`src/rtl/sstl_pkg.sv`:
```
`timescale 1ns / 1ps
`default_nettype none
// ----------------------------------------------------------------------------
// sstl_pkg - shared types and constants for the threading leadscrew block
// Fixed-point widths, register indexes, controller states and the command
// bundle that the controller sends to the datapath.
// ----------------------------------------------------------------------------
package sstl_pkg;

	// Fraction bits of the turn position.
	localparam int FRAC_BITS = 16;

	// Long division of |count| << FRAC_BITS by pulses per rev, one bit a cycle.
	localparam int DIV_STEPS = 32 + FRAC_BITS;
	localparam int CNT_W     = $clog2(DIV_STEPS);

	// Turn position in turns, signed, FRAC_BITS fraction bits.
	localparam int X_W      = 34 + FRAC_BITS;
	localparam int MAG_HI_W = X_W - 32;
	localparam int PROD_W   = X_W + 32;
	localparam int SHIFT    = FRAC_BITS + 16;
	localparam int R_W      = PROD_W - SHIFT;

	// Register reset values.
	localparam logic [15:0] PPR_RESET = 16'd2880;
	localparam logic [31:0] SPR_RESET = 32'd52428800;

	typedef enum logic [2:0] {
		REG_PULSES_PER_REV    = 3'd0,
		REG_STEPS_PER_REV     = 3'd1,
		REG_START_OFFSET      = 3'd2,
		REG_LEFT_LIMIT        = 3'd3,
		REG_RIGHT_LIMIT       = 3'd4,
		REG_LEFT_STOP_ENABLE  = 3'd5,
		REG_RIGHT_STOP_ENABLE = 3'd6
	} cfg_reg_t;

	typedef struct packed {
		logic        [15:0] pulses_per_rev;
		logic        [31:0] steps_per_rev_q16;
		logic        [15:0] start_offset_q16;
		logic signed [31:0] left_limit;
		logic signed [31:0] right_limit;
		logic               left_stop_enable;
		logic               right_stop_enable;
	} sstl_cfg_t;

	typedef enum logic [2:0] {
		ST_IDLE,
		ST_DIV,
		ST_PREP,
		ST_MUL_LO,
		ST_MUL_HI,
		ST_SCALE,
		ST_MOVE,
		ST_ARM
	} sstl_state_t;

	typedef struct packed {
		logic load;
		logic div_step;
		logic prep;
		logic mul_lo;
		logic mul_hi;
		logic scale;
		logic move;
		logic arm;
	} sstl_cmd_t;

endpackage
`default_nettype wire

```
`src/rtl/sstl_cfg.sv`:
```
`timescale 1ns / 1ps
`default_nettype none
// ----------------------------------------------------------------------------
// sstl_cfg - configuration register file
// Write-only registers loaded through a plain indexed write port.
// ----------------------------------------------------------------------------
module sstl_cfg
	import sstl_pkg::*;
(
	input  wire logic        clk,
	input  wire logic        arst_n,
	input  wire logic        cfg_we,
	input  wire logic [2:0]  cfg_index,
	input  wire logic [31:0] cfg_data,
	output sstl_cfg_t        cfg
);

	sstl_cfg_t cfg_q;

	always_ff @(posedge clk or negedge arst_n) begin
		if (!arst_n) begin
			cfg_q.pulses_per_rev    <= PPR_RESET;
			cfg_q.steps_per_rev_q16 <= SPR_RESET;
			cfg_q.start_offset_q16  <= '0;
			cfg_q.left_limit        <= '0;
			cfg_q.right_limit       <= '0;
			cfg_q.left_stop_enable  <= 1'b0;
			cfg_q.right_stop_enable <= 1'b0;
		end else if (cfg_we) begin
			unique case (cfg_reg_t'(cfg_index))
				REG_PULSES_PER_REV:    cfg_q.pulses_per_rev    <= cfg_data[15:0];
				REG_STEPS_PER_REV:     cfg_q.steps_per_rev_q16 <= cfg_data;
				REG_START_OFFSET:      cfg_q.start_offset_q16  <= cfg_data[15:0];
				REG_LEFT_LIMIT:        cfg_q.left_limit        <= $signed(cfg_data);
				REG_RIGHT_LIMIT:       cfg_q.right_limit       <= $signed(cfg_data);
				REG_LEFT_STOP_ENABLE:  cfg_q.left_stop_enable  <= cfg_data[0];
				REG_RIGHT_STOP_ENABLE: cfg_q.right_stop_enable <= cfg_data[0];
				default: ;
			endcase
		end
	end

	assign cfg = cfg_q;

endmodule
`default_nettype wire

```
`config.mk`:
```
export PLATFORM = sky130hd
export DESIGN_NAME = sstl_cfg
export DESIGN_NICKNAME = d
export VERILOG_FILES = /design/src/rtl/sstl_pkg.sv /design/src/rtl/sstl_cfg.sv
export SDC_FILE = /design/constraint.sdc
export NUM_CORES = 1
export LEC_CHECK = 0
export ABC_CLOCK_PERIOD_IN_PS = 800
export BUFFER_PORTS_ARGS = -buffer_cell sky130_fd_sc_hd__buf_2
export CORE_MARGIN = 2
export CORE_UTILIZATION = 45
export CTS_CLUSTER_SIZE = 24
export DETAILED_ROUTE_END_ITERATION = 10
export PLACE_DENSITY = 0.71
export RECOVER_POWER = 50
export SYNTH_ARGS = -nofsm -noshare
export SYNTH_HDL_FRONTEND = slang
export SYNTH_SLANG_ARGS = --single-unit
export TNS_END_PERCENT = 50
```
`constraint.sdc`:
```
create_clock -name clk -period 0.8 [get_ports clk]
set_clock_uncertainty 0.15 [all_clocks]
set_input_delay 0.04 -clock clk [delete_from_list [all_inputs] [get_ports clk]]
set_output_delay 0.04 -clock clk [all_outputs]
set_load 0.02 [all_outputs]
```
=== Word-level counts from Yosys, hierarchy flattened ===
Cells that the tools add are included.

* Eq/ne operators: 6
* Reductions and logical operators: 8

{| class="wikitable"
|+ Operator list
! kind !! count
|-
| 2-bit AND reduction || 7
|-
| 3-bit == test (second input constant) || 3
|-
| 3-bit by 2-bit == test with 1-bit output (second input constant) || 2
|-
| 3-bit by 1-bit == test with 1-bit output (second input constant) || 1
|-
| 3-bit zero test || 1
|}

* Register bits: 130
* Input bits: 38
* Logic and storage cells: 21

=== Longest topological paths before layout ===
* Depth after elaboration: 2
* Mapped depth: 4
* Depth with buffers taken out: 2

=== Worst setup path after synthesis ===
No wires, ideal clock.

* Path kind: input to register
* Start point: input port cfg_index[0]
* End point: register cfg_q, in the netlist cfg[114]
* Arrival time: 1004 ps
* Required time: 525 ps
* Slack: -479 ps
* Stages on the path: 3
* Buffers on the path: 1
* Cells stage by stage: nor4b_4 -> buf_6 -> mux2_4

* Word-level cells in the longest chain between the ends: 2

{| class="wikitable"
|+ Ends and longest elaborated chain
! what !! line !! RTL
|-
| start: declaration || sstl_cfg.sv:13 || <nowiki>input wire logic [2:0] cfg_index,</nowiki>
|-
| 3-bit zero test || sstl_cfg.sv:30 || <nowiki>unique case (cfg_reg_t'(cfg_index))</nowiki>
|-
| 2-bit AND reduction (no line) || n/a ||
|-
| end: declaration || sstl_cfg.sv:18 || <nowiki>sstl_cfg_t cfg_q;</nowiki>
|}

No other way between the ends.
A chain may end at the register's enable or synchronous reset.

=== Final worst setup path ===
* Start point: register cfg_q, in the netlist cfg[123]
* End point: output port cfg[123] (netlist name)

{| class="wikitable"
|+ RTL lines
! what !! line !! RTL
|-
| end: declaration || sstl_cfg.sv:15 || <nowiki>output sstl_cfg_t cfg</nowiki>
|}

No word-level cell between the ends.

==> run metrics <==
Yosys top cell area share 0.615; Hold Startpoint cfg_index[2]; CTS tree yes; Leakage 4.57 nW; RSZ-0062 raised after global routing yes; GRT overflow 0; Area Overhead vs Synth 85.2%; CP Max Fanout 2; CP top delay family flip-flops; CTS Hold Buffers Added 33; Worst EP arrival between 1 and 1.5 ns; worst rel slew slack 0.680; DR pass1 iterations 4; FP Rows 38; sw frac 0.298; clock latency on the worst-skew pair between 0.5 and 0.6 ns; Die X between 100 and 150 um; effective utilization at floorplan 0.462; Die Height 109 um; Fin. Hold Viols 28; syn avg cell area approximately 18 um2; final setup violation count around 270; fraction of layout cells with a size suffix above 1 0.741; Min Hold Slack -0.222 ns; Synth Net Count between 300 and 400; mapped cell area 5000 um2; final period utilization 1.72; ANT cells 0; initial antenna violation count 0; GPL Wtd Cong roughly 0.72; I/O pin count 168; max reg flops 130; worst setup slack after layout -0.576 ns; Fill cells around 470; total CTS buffers 17; largest net degree at the start of global routing 66; Final Max Tran Viols 0; top post-synthesis cells by count dfrtp_1 (123), mux2_2 (74), mux2_1 (36); f_max around 730 MHz; top post-synthesis cells by area dfrtp_1 (62%), mux2_2 (17%), mux2_1 (8.1%); combinational power share 0.390; power per cell area 2950 nW/um2; Synth Flop Type dfrtp_1; worst r2r src cfg[7]$_DFFE_PN0P_; CTS clk-pin slew, worst paths ~0.060 ns; Clock Path Buffers 2; hold path cells 3; Yosys cell types 11; clock sinks 130; type of origin of the critical path flip-flop; internal power around 0.019 W; Routed Antenna Nets 0; CP Cell Sequence buf_6; CTS root buf clkbuf_8; die area about 12000 um2; Worst Reg-to-Reg Cells 3; # DRC 0; status finished, violations left; via count around 3.9k; First DRT Iteration DRCs approximately 130; total of max-cap violations 0; global-route wire length before repair between 20000 and 25000 um; clock share of power 0.268; vias in the first global route 4207; Buf+Inv Stages, Crit Path 1; final WL 16900 um; slowest stage delay, CP approximately 0.56 ns; Worst-Margin Slew approximately 0.48 ns; gr usage total 0.270; Synth Register Bits 130; cell with the most instances after synthesis dfrtp_1; Reg power frac 0.342; Req. time, crit path ~0.61 ns; kind of critical path flip-flop to primary output; share of the yosys chip area belonging to registers 0.652; failing checks hold timing, setup timing; critical path's slowest cell dfstp_2; Port Buffers approximately 170; Post-synth EDFFs 0; Core Util, Final 0.855; Reg-to-Reg End cfg[7]$_DFFE_PN0P_; Cells after Synth about 280; crit end category primary output; HPWL after detailed placement just over 8000 um; min Tclk post-route about 1.4 ns; vias per cell 4.99; Worst R2R Setup Slack -0.40 ns; sink of the worst hold path cfg[0]$_DFFE_PN0P_; asr flop ratio synth 1.00; WL/cell around 22 um; CORE AREA ~11000 um2; largest area contributor in the synthesized netlist dfrtp_1; worst hold path class primary input to flip-flop; VDD IR-drop max around 2.0 mV; DP Worst Slack -0.688 ns; final net count 666; H-tree levels 4; YS warnings 0; Net Sw Power ~0.008 W
[worst max path at each step]
stage | startpoint | to | slack, ns | cells past startpoint
after global placement | cfg_index[1] | cfg[2]$_DFFE_PN0P_ | -0.66 | 4
after floorplan | cfg_index[0] | cfg[114]$_DFFE_PN0P_ | -0.48 | 3
after CTS | cfg[122]$_DFFE_PN1P_ | cfg[122] | -0.59 | 1
after global routing | cfg[123]$_DFFE_PN1P_ | cfg[123] | -0.60 | 1
after detailed placement | cfg_index[1] | cfg[2]$_DFFE_PN0P_ | -0.69 | 4
final | cfg[123]$_DFFE_PN1P_ | cfg[123] | -0.58 | 1
[tightest hold or removal path, delay by kind of cell]
kind,cells,cell delay [ns]
muxes,1,0.15
buffers and inverters,1,0.12
and+or+nand+nor,1,0.10
[timing repair]
action,CTS,global route
setup buffers,53,33
setup endpoints to repair,260,260
resized for setup,305,26
hold endpoints to repair,260,109
pin swaps,1,1
[metrics by stage]
stage | cell area (um2) | hold slack, ns | instances | setup TNS (ns) | power, W
floorplan | 5230 | -0.406 | 281 | -45.49 | 0.0126
global placement | 6690 | -0.140 | 630 | -76.50 | 0.0153
detailed placement | 6690 | -0.134 | 630 | -79.43 | 0.0155
CTS | 8940 | -0.205 | 744 | -84.28 | 0.0262
global route | 9270 | -0.222 | 777 | -98.09 | 0.0283
finish | 9270 | -0.222 | 777 | -88.84 | 0.0273
[cells in the final DEF, fill, tap and decap left out, drive strengths merged]
cell / count
nor4b: 1
dlygate4sd3: 33
dfrtp: 123
buf: 306
dfstp: 7
clkinv: 3
and4bb: 1
nand4b: 3
nor4bb: 2
clkbuf: 25
mux2: 130
bufinv: 2
clkinvlp: 1
[power by group through the flow]
stage                     sequential [W]  clock, W  combinational, W
after floorplan                   0.0107         0           0.00185
after global routing             0.00946   0.00774            0.0111
final                            0.00935   0.00733            0.0107
after detailed placement         0.00897         0           0.00652
after CTS                        0.00918   0.00733           0.00968
after global placement           0.00890         0           0.00640
[routing by layer]
metal / GRT usage / vias up / share of wire
met4: 0.112 / 0 / 0.027
met2: 0.465 / 143 / 0.54
met3: 0.0765 / 30 / 0.054
met1: 0.315 / 2012 / 0.38
met5: 0 / - / 0
li1: - / 1689 / -
[layout make-up]
type / count / area [um2] / area share
Multi-Input combinational cell: 137 / 1940 / 0.209
Tap cell: 140 / 175 / 0.0189
Clock buffer: 22 / 463 / 0.0500
Timing Repair Buffer: 342 / 3340 / 0.361
Clock inverter: 6 / 82.6 / 0.00891
Sequential cell: 130 / 3260 / 0.352
[logic make-up after synthesis]
group         count (synthesis)  synth area share
simple gates                  7            0.0165
mux                         130             0.308
flops                       130             0.652
buf+inv                      14            0.0240
(Power assumes the default switching activity.)
