==> config.mk <==
export PLATFORM = sky130hd
export DESIGN_NAME = sstl_ctrl
export DESIGN_NICKNAME = d
export VERILOG_FILES = /design/src/rtl/sstl_pkg.sv /design/src/rtl/sstl_ctrl.sv
export SDC_FILE = /design/constraint.sdc
export NUM_CORES = 1
export LEC_CHECK = 0
export BUFFER_PORTS_ARGS = -buffer_cell sky130_fd_sc_hd__buf_2
export CORE_ASPECT_RATIO = 0.9
export CORE_MARGIN = 4
export CORE_UTILIZATION = 25
export DETAILED_ROUTE_END_ITERATION = 8
export PLACE_DENSITY = 0.52
export SETUP_SLACK_MARGIN = 0.15
export SLEW_MARGIN = 15
export SYNTH_ARGS = -nofsm -noshare
export SYNTH_HDL_FRONTEND = slang
export SYNTH_SLANG_ARGS = --single-unit
==> constraint.sdc <==
create_clock -name clk -period 1.6 [get_ports clk]
set_input_delay 0.32 -clock clk [delete_from_list [all_inputs] [get_ports clk]]
set_output_delay 0.32 -clock clk [all_outputs]
set_load 0.01 [all_outputs]
==> src/rtl/sstl_pkg.sv <==
`timescale 1ns / 1ps
`default_nettype none
// ----------------------------------------------------------------------------
// sstl_pkg - shared types and constants for the threading leadscrew block
// Fixed-point widths, register indexes, controller states and the command
// bundle that the controller sends to the datapath.
// ----------------------------------------------------------------------------
package sstl_pkg;

	// Fraction bits of the turn position.
	localparam int FRAC_BITS = 16;

	// Long division of |count| << FRAC_BITS by pulses per rev, one bit a cycle.
	localparam int DIV_STEPS = 32 + FRAC_BITS;
	localparam int CNT_W     = $clog2(DIV_STEPS);

	// Turn position in turns, signed, FRAC_BITS fraction bits.
	localparam int X_W      = 34 + FRAC_BITS;
	localparam int MAG_HI_W = X_W - 32;
	localparam int PROD_W   = X_W + 32;
	localparam int SHIFT    = FRAC_BITS + 16;
	localparam int R_W      = PROD_W - SHIFT;

	// Register reset values.
	localparam logic [15:0] PPR_RESET = 16'd2880;
	localparam logic [31:0] SPR_RESET = 32'd52428800;

	typedef enum logic [2:0] {
		REG_PULSES_PER_REV    = 3'd0,
		REG_STEPS_PER_REV     = 3'd1,
		REG_START_OFFSET      = 3'd2,
		REG_LEFT_LIMIT        = 3'd3,
		REG_RIGHT_LIMIT       = 3'd4,
		REG_LEFT_STOP_ENABLE  = 3'd5,
		REG_RIGHT_STOP_ENABLE = 3'd6
	} cfg_reg_t;

	typedef struct packed {
		logic        [15:0] pulses_per_rev;
		logic        [31:0] steps_per_rev_q16;
		logic        [15:0] start_offset_q16;
		logic signed [31:0] left_limit;
		logic signed [31:0] right_limit;
		logic               left_stop_enable;
		logic               right_stop_enable;
	} sstl_cfg_t;

	typedef enum logic [2:0] {
		ST_IDLE,
		ST_DIV,
		ST_PREP,
		ST_MUL_LO,
		ST_MUL_HI,
		ST_SCALE,
		ST_MOVE,
		ST_ARM
	} sstl_state_t;

	typedef struct packed {
		logic load;
		logic div_step;
		logic prep;
		logic mul_lo;
		logic mul_hi;
		logic scale;
		logic move;
		logic arm;
	} sstl_cmd_t;

endpackage
`default_nettype wire

==> src/rtl/sstl_ctrl.sv <==
`timescale 1ns / 1ps
`default_nettype none
// ----------------------------------------------------------------------------
// sstl_ctrl - sequencing controller
// Steps one item through division, scaling when armed and the final update,
// and owns the input stall and the output valid flag.
// ----------------------------------------------------------------------------
module sstl_ctrl
	import sstl_pkg::*;
(
	input  wire logic clk,
	input  wire logic arst_n,
	input  wire logic in_valid,
	output logic      in_stall,
	output logic      out_valid,
	input  wire logic out_stall,
	input  wire logic armed,
	output sstl_cmd_t cmd
);

	sstl_state_t state_q, state_nxt;
	logic [CNT_W-1:0] cnt_q;
	logic out_valid_q;
	logic out_free;
	logic div_last;

	assign out_free = !out_valid_q || !out_stall;
	assign div_last = (cnt_q == CNT_W'(DIV_STEPS - 1));

	always_ff @(posedge clk or negedge arst_n) begin
		if (!arst_n) begin
			state_q <= ST_IDLE;
		end else begin
			state_q <= state_nxt;
		end
	end

	always_comb begin
		state_nxt = state_q;
		cmd       = '0;
		in_stall  = 1'b1;
		unique case (state_q)
			ST_IDLE: begin
				in_stall = 1'b0;
				if (in_valid) begin
					cmd.load  = 1'b1;
					state_nxt = ST_DIV;
				end
			end
			ST_DIV: begin
				cmd.div_step = 1'b1;
				if (div_last) begin
					state_nxt = armed ? ST_PREP : ST_ARM;
				end
			end
			ST_PREP: begin
				cmd.prep  = 1'b1;
				state_nxt = ST_MUL_LO;
			end
			ST_MUL_LO: begin
				cmd.mul_lo = 1'b1;
				state_nxt  = ST_MUL_HI;
			end
			ST_MUL_HI: begin
				cmd.mul_hi = 1'b1;
				state_nxt  = ST_SCALE;
			end
			ST_SCALE: begin
				cmd.scale = 1'b1;
				state_nxt = ST_MOVE;
			end
			ST_MOVE: begin
				if (out_free) begin
					cmd.move  = 1'b1;
					state_nxt = ST_IDLE;
				end
			end
			ST_ARM: begin
				if (out_free) begin
					cmd.arm   = 1'b1;
					state_nxt = ST_IDLE;
				end
			end
			default: state_nxt = ST_IDLE;
		endcase
	end

	// Division step counter
	always_ff @(posedge clk or negedge arst_n) begin
		if (!arst_n) begin
			cnt_q <= '0;
		end else if (state_q == ST_DIV && !div_last) begin
			cnt_q <= cnt_q + CNT_W'(1);
		end else begin
			cnt_q <= '0;
		end
	end

	always_ff @(posedge clk or negedge arst_n) begin
		if (!arst_n) begin
			out_valid_q <= 1'b0;
		end else if (cmd.move || cmd.arm) begin
			out_valid_q <= 1'b1;
		end else if (!out_stall) begin
			out_valid_q <= 1'b0;
		end
	end

	assign out_valid = out_valid_q;

endmodule
`default_nettype wire

* Word level (Yosys, flattened, before mapping)
Index checks and enable logic that the tools add are counted.
** Storage, ports and cells
- Logic and storage cells :: 44
- Bits in registers :: 10
- Bits of input ports :: 5
- Output and inout port bits :: 10
** Cells by class
- $add $sub $neg :: 1
- Mux-type cells :: 19
- Reductions and logical operators :: 9
- Eq/ne operators :: 12
** Operators by type and width (number)
- $pmux W3 S7 :: 1
- $mux W1 :: 13
- $eq A3 B3 Y1 const B :: 4
- $mux W3 :: 4
- $add A6 B1 Y6 const B :: 1
- $eq A3 B2 Y1 const B :: 2
- $eq A6 B6 Y1 const B :: 1
- $mux W6 :: 1
- $ne A2 B1 Y1 const B :: 2
- $ne A2 B2 Y1 const B :: 2
- $eq A3 B1 Y1 const B :: 1
- $logic_not A1 Y1 :: 3
- $logic_not A3 Y1 :: 1
- $reduce_and A3 Y1 :: 1
- $logic_or A1 B1 Y1 :: 2
- $reduce_or A2 Y1 :: 1
- $logic_and A1 B1 Y1 :: 1

* Logic depth before layout (Yosys ltp)
- Depth after elaboration :: 6
- Gate-level depth with buffers :: 4
- Mapped depth without buffers :: 4

* Worst setup path after synthesis
No wires, ideal clock.
- Path type :: reg2out
- Start point :: register state_q[1]
- End point :: output port cmd[7] in the netlist's numbering
- Path slack :: 0.161 ns
- Arrival :: 1.119 ns
- Cell stages (with the launch flop) :: 4
- Data required time :: 1.280 ns
- Cells stage by stage :: dfrtp_1 buf_2 or3_1 nor2_1
** RTL lines
- start: declaration :: RTL line sstl_ctrl.sv:21 : sstl_state_t state_q, state_nxt;
- start signal: assignment :: RTL line sstl_ctrl.sv:34 : state_q <= state_nxt;
- end: declaration :: RTL line sstl_ctrl.sv:18 : output sstl_cmd_t cmd

==> summary.md <==
| Metric | Value |
|---|---|
| Fmax | 0.615 GHz |
| Tightest Pin Transition | around 260 ps |
| Drt wl/cell | 12.2 µm |
| Crit end category | output pin |
| Sequential Power Share | 25.9% |
| Die Area | 2950 µm² |
| Reg2reg start | state_q[1] |
| Failing checks | setup timing |
| P per Cell Area | between 1500 and 2000 nW/µm² |
| Yosys warnings | 0 |
| Area leader, netlist | dfrtp_1 |
| Final Max Tran Viols | 0 |
| Final hold viol count | 0 |
| Pint | 0.930 mW |
| Static leakage | 0.406 nW |
| First-pass GRT wire length | 2420 µm |
| Most frequent cells in the layout | 13 x buf_2, 8 x dfrtp_1, 8 x buf_4 |
| CTS tree | built |
| # rows | 15 |
| Share of cells above drive strength 1 | 52.3% |
| Comb pwr share | 58.9% |
| Die Ht | 51.9 µm |
| Syn Nets | 65 |
| Critical Path AT | 1310 ps |
| Vias in the first global route | 564 |
| Clock network power share | 15.2% |
| Initial Util | a little over a quarter |
| Post-DRT Antenna Nets | 0 |
| Net Switching | 0.597 mW |
| Crit path cell chain | or3_4 -> nor2_2 -> buf_2 |
| WHS Path Cells | 3 |
| CP peak stage delay | 440 ps |
| Largest net degree at the start of global routing | 11 |
| Tmin final | 1630 ps |
| CTS root buf | clkbuf_4 |
| Max-cap violations | 0 |
| Top cell type's share of synthesized area | 46.7% |
| Post-route DRC | 0 |
| Top delay family on crit path | simple AND/OR/NAND/NOR gates |
| Synth Cell Area | 536 µm² |
| Final Non-Filler Cells | between 100 and 150 |
| Total clock sinks | 10 |
| Worst reg-to-reg setup slack | 150 ps |
| Worst Path Required | 1280 ps |
| Placed cells | 97 |
| Hpwl dp | 863 µm |
| Vias per cell | 4.80 |
| Top cells by area, synth | dfrtp_1 47%, nor2_1 7.0%, xor2_1 4.9% |
| Core Area | 1970 µm² |
| Die Wd | 56.8 µm |
| Min setup slack post-route | -27.2 ps |
| Hold wc startpoint | out_stall |
| Kind of critical path | reg -> out |
| Reg2reg path depth | 7 |
| Status | finished, violations left |
| Reg2reg end | state_q[0] |
| Clock skew | approximately 3.7 ps |
| Post-synthesis register bit count | 10 |
| Layout Utilization | 41.9% |
| WHS | 368 ps |
| Placed Area | 634 µm² |
| Top-Level Pins | 15 |
| Nets | 93 |
| RePlAce Congestion | 0.738 |
| Hold Crit Class | in -> reg |
| CP startpoint kind | flop |
| Cell variety after synth | 22 |
| Clock Latency Late Sink | 270 ps |
| Clock Pin Slew Worst Setup and Hold Paths | around 70 ps |
| Finished Cell Area | approximately 830 µm² |
| GRT overflow | 0 |
| RSZ-0062 raised after global routing | true |
| Total GRT Usage | 10.6% |
| Min-Delay Endpoint | out_valid |
| CTS H-Tree Depth | 1 |
| Starting DRC count in detailed routing | 6 |
| Port Buffer Count | 14 |
| Critical path's slowest cell | dfrtp_2 |
| CTS max path bufs | 2 |
| ANT cells | 0 |
| Maximum vdd ir drop | approximately 0.0011 V |
| Final period util | 102% |
| Sequential area share after synthesis | 46.7% |
| Initial antenna violation count | 0 |
| Final setup viols | 1 |
| WL final | between 1000 and 1500 µm |
| Worst path bufs/invs | 1 |
| Setup TNS | -27.2 ps |
| Area grow syn2layout | 54.2% |
| TritonRoute pass-1 iters | 4 |
| Clock buffer count from CTS | 3 |
| Rel. slew slack | just over 80% |
| Post-synthesis cell count | 59 |
| Worst Path Max Fanout | 5 |
| Layout fillers | 197 |
| Most common cell after layout, fill and taps aside | buf_2 |
| Switching Share | 39.1% |
| Vias | 533 |
| Syn Area/Cell | a little over 9 µm² |
[power groups by stage]
stage | logic (mW) | clock network, mW | registers (mW)
global placement | 0.516 | 0 | 0.413
floorplan | 0.377 | 0 | 0.379
finish | 0.899 | 0.232 | 0.396
CTS | 0.785 | 0.238 | 0.387
global route | 0.976 | 0.252 | 0.405
detailed placement | 0.518 | 0 | 0.414
[final cells by class]
cell class                 instances  area (µm²)  share of cell area (%)
inverter                           5        23.8                    2.88
tap                               25        31.3                    3.79
clock buffer                       4        36.3                    4.39
timing repair buffer              25         173                    20.9
sequential                        10         253                    30.6
multi-input combinational         42         309                    37.4
[stage by stage]
step / worst slack (ps) / power (mW)
global placement: 229 / 0.929
CTS: -41.1 / 1.41
detailed placement: 180 / 0.932
global route: -68.7 / 1.63
floorplan: 161 / 0.756
finish: -27.2 / 1.53
[cells in the mapped netlist]
| master | instances |
|---|---|
| nand3_1 | 2 |
| o31a_1 | 1 |
| nor3_1 | 3 |
| nand2b_1 | 1 |
| xor2_1 | 3 |
| a211o_1 | 1 |
| nand3_2 | 1 |
| o311a_1 | 2 |
| dfrtp_1 | 10 |
| inv_1 | 5 |
| nand2_1 | 5 |
| buf_2 | 2 |
| nor3b_4 | 1 |
| and3_1 | 2 |
| a21oi_1 | 1 |
| nor2_1 | 10 |
| ha_1 | 1 |
| o21ai_1 | 1 |
| or3_1 | 2 |
| o21ai_0 | 2 |
| or2_2 | 2 |
| and2_1 | 1 |
[flip-flops by register name, summed over array words and instances, names as in the netlist]
register / count
out_valid: 1
cnt_q: 6
state_q: 3
[worst max path at each step]
stage | startpoint | end | slack [ps] | depth (start not counted)
finish | state_q[0] | cmd[7] | -30 | 3
global route | state_q[0] | cmd[7] | -70 | 3
CTS | state_q[0] | cmd[7] | -40 | 3
detailed placement | state_q[2] | cmd[7] | 180 | 3
global placement | state_q[2] | cmd[7] | 230 | 3
floorplan | state_q[1] | cmd[7] | 160 | 3
[routing by layer]
layer  wire [µm]  GRT usage [%]
met1         559           11.7
met2         742           19.6
met3          27           2.23
met4          27           4.63
met5           0              0
[worst reg2reg max path, stage by stage (launching register included)]
cell	delay, ps
dfrtp_1	400
buf_6	120
buf_8	130
buf_4	140
buf_4	130
or2_4	250
nor2_2	110
a211o_1	110
[cell families after synthesis]
logic type	after synthesis	share of synthesized area, %
buf+inv	7	5.37
simple gates	30	29.9
compound gates	8	10.7
fa+ha+maj	1	2.34
xor+xnor	3	4.91
flops	10	46.7
[repair_timing]
item,4_1_cts,5_1_grt
hold buffers,1,0
buffers inserted,9,0
pin swaps,4,3
hold endpoints to repair,10,0
setup endpoints to repair,9,13
gates resized for setup,10,12
(Power assumes the default switching activity.)
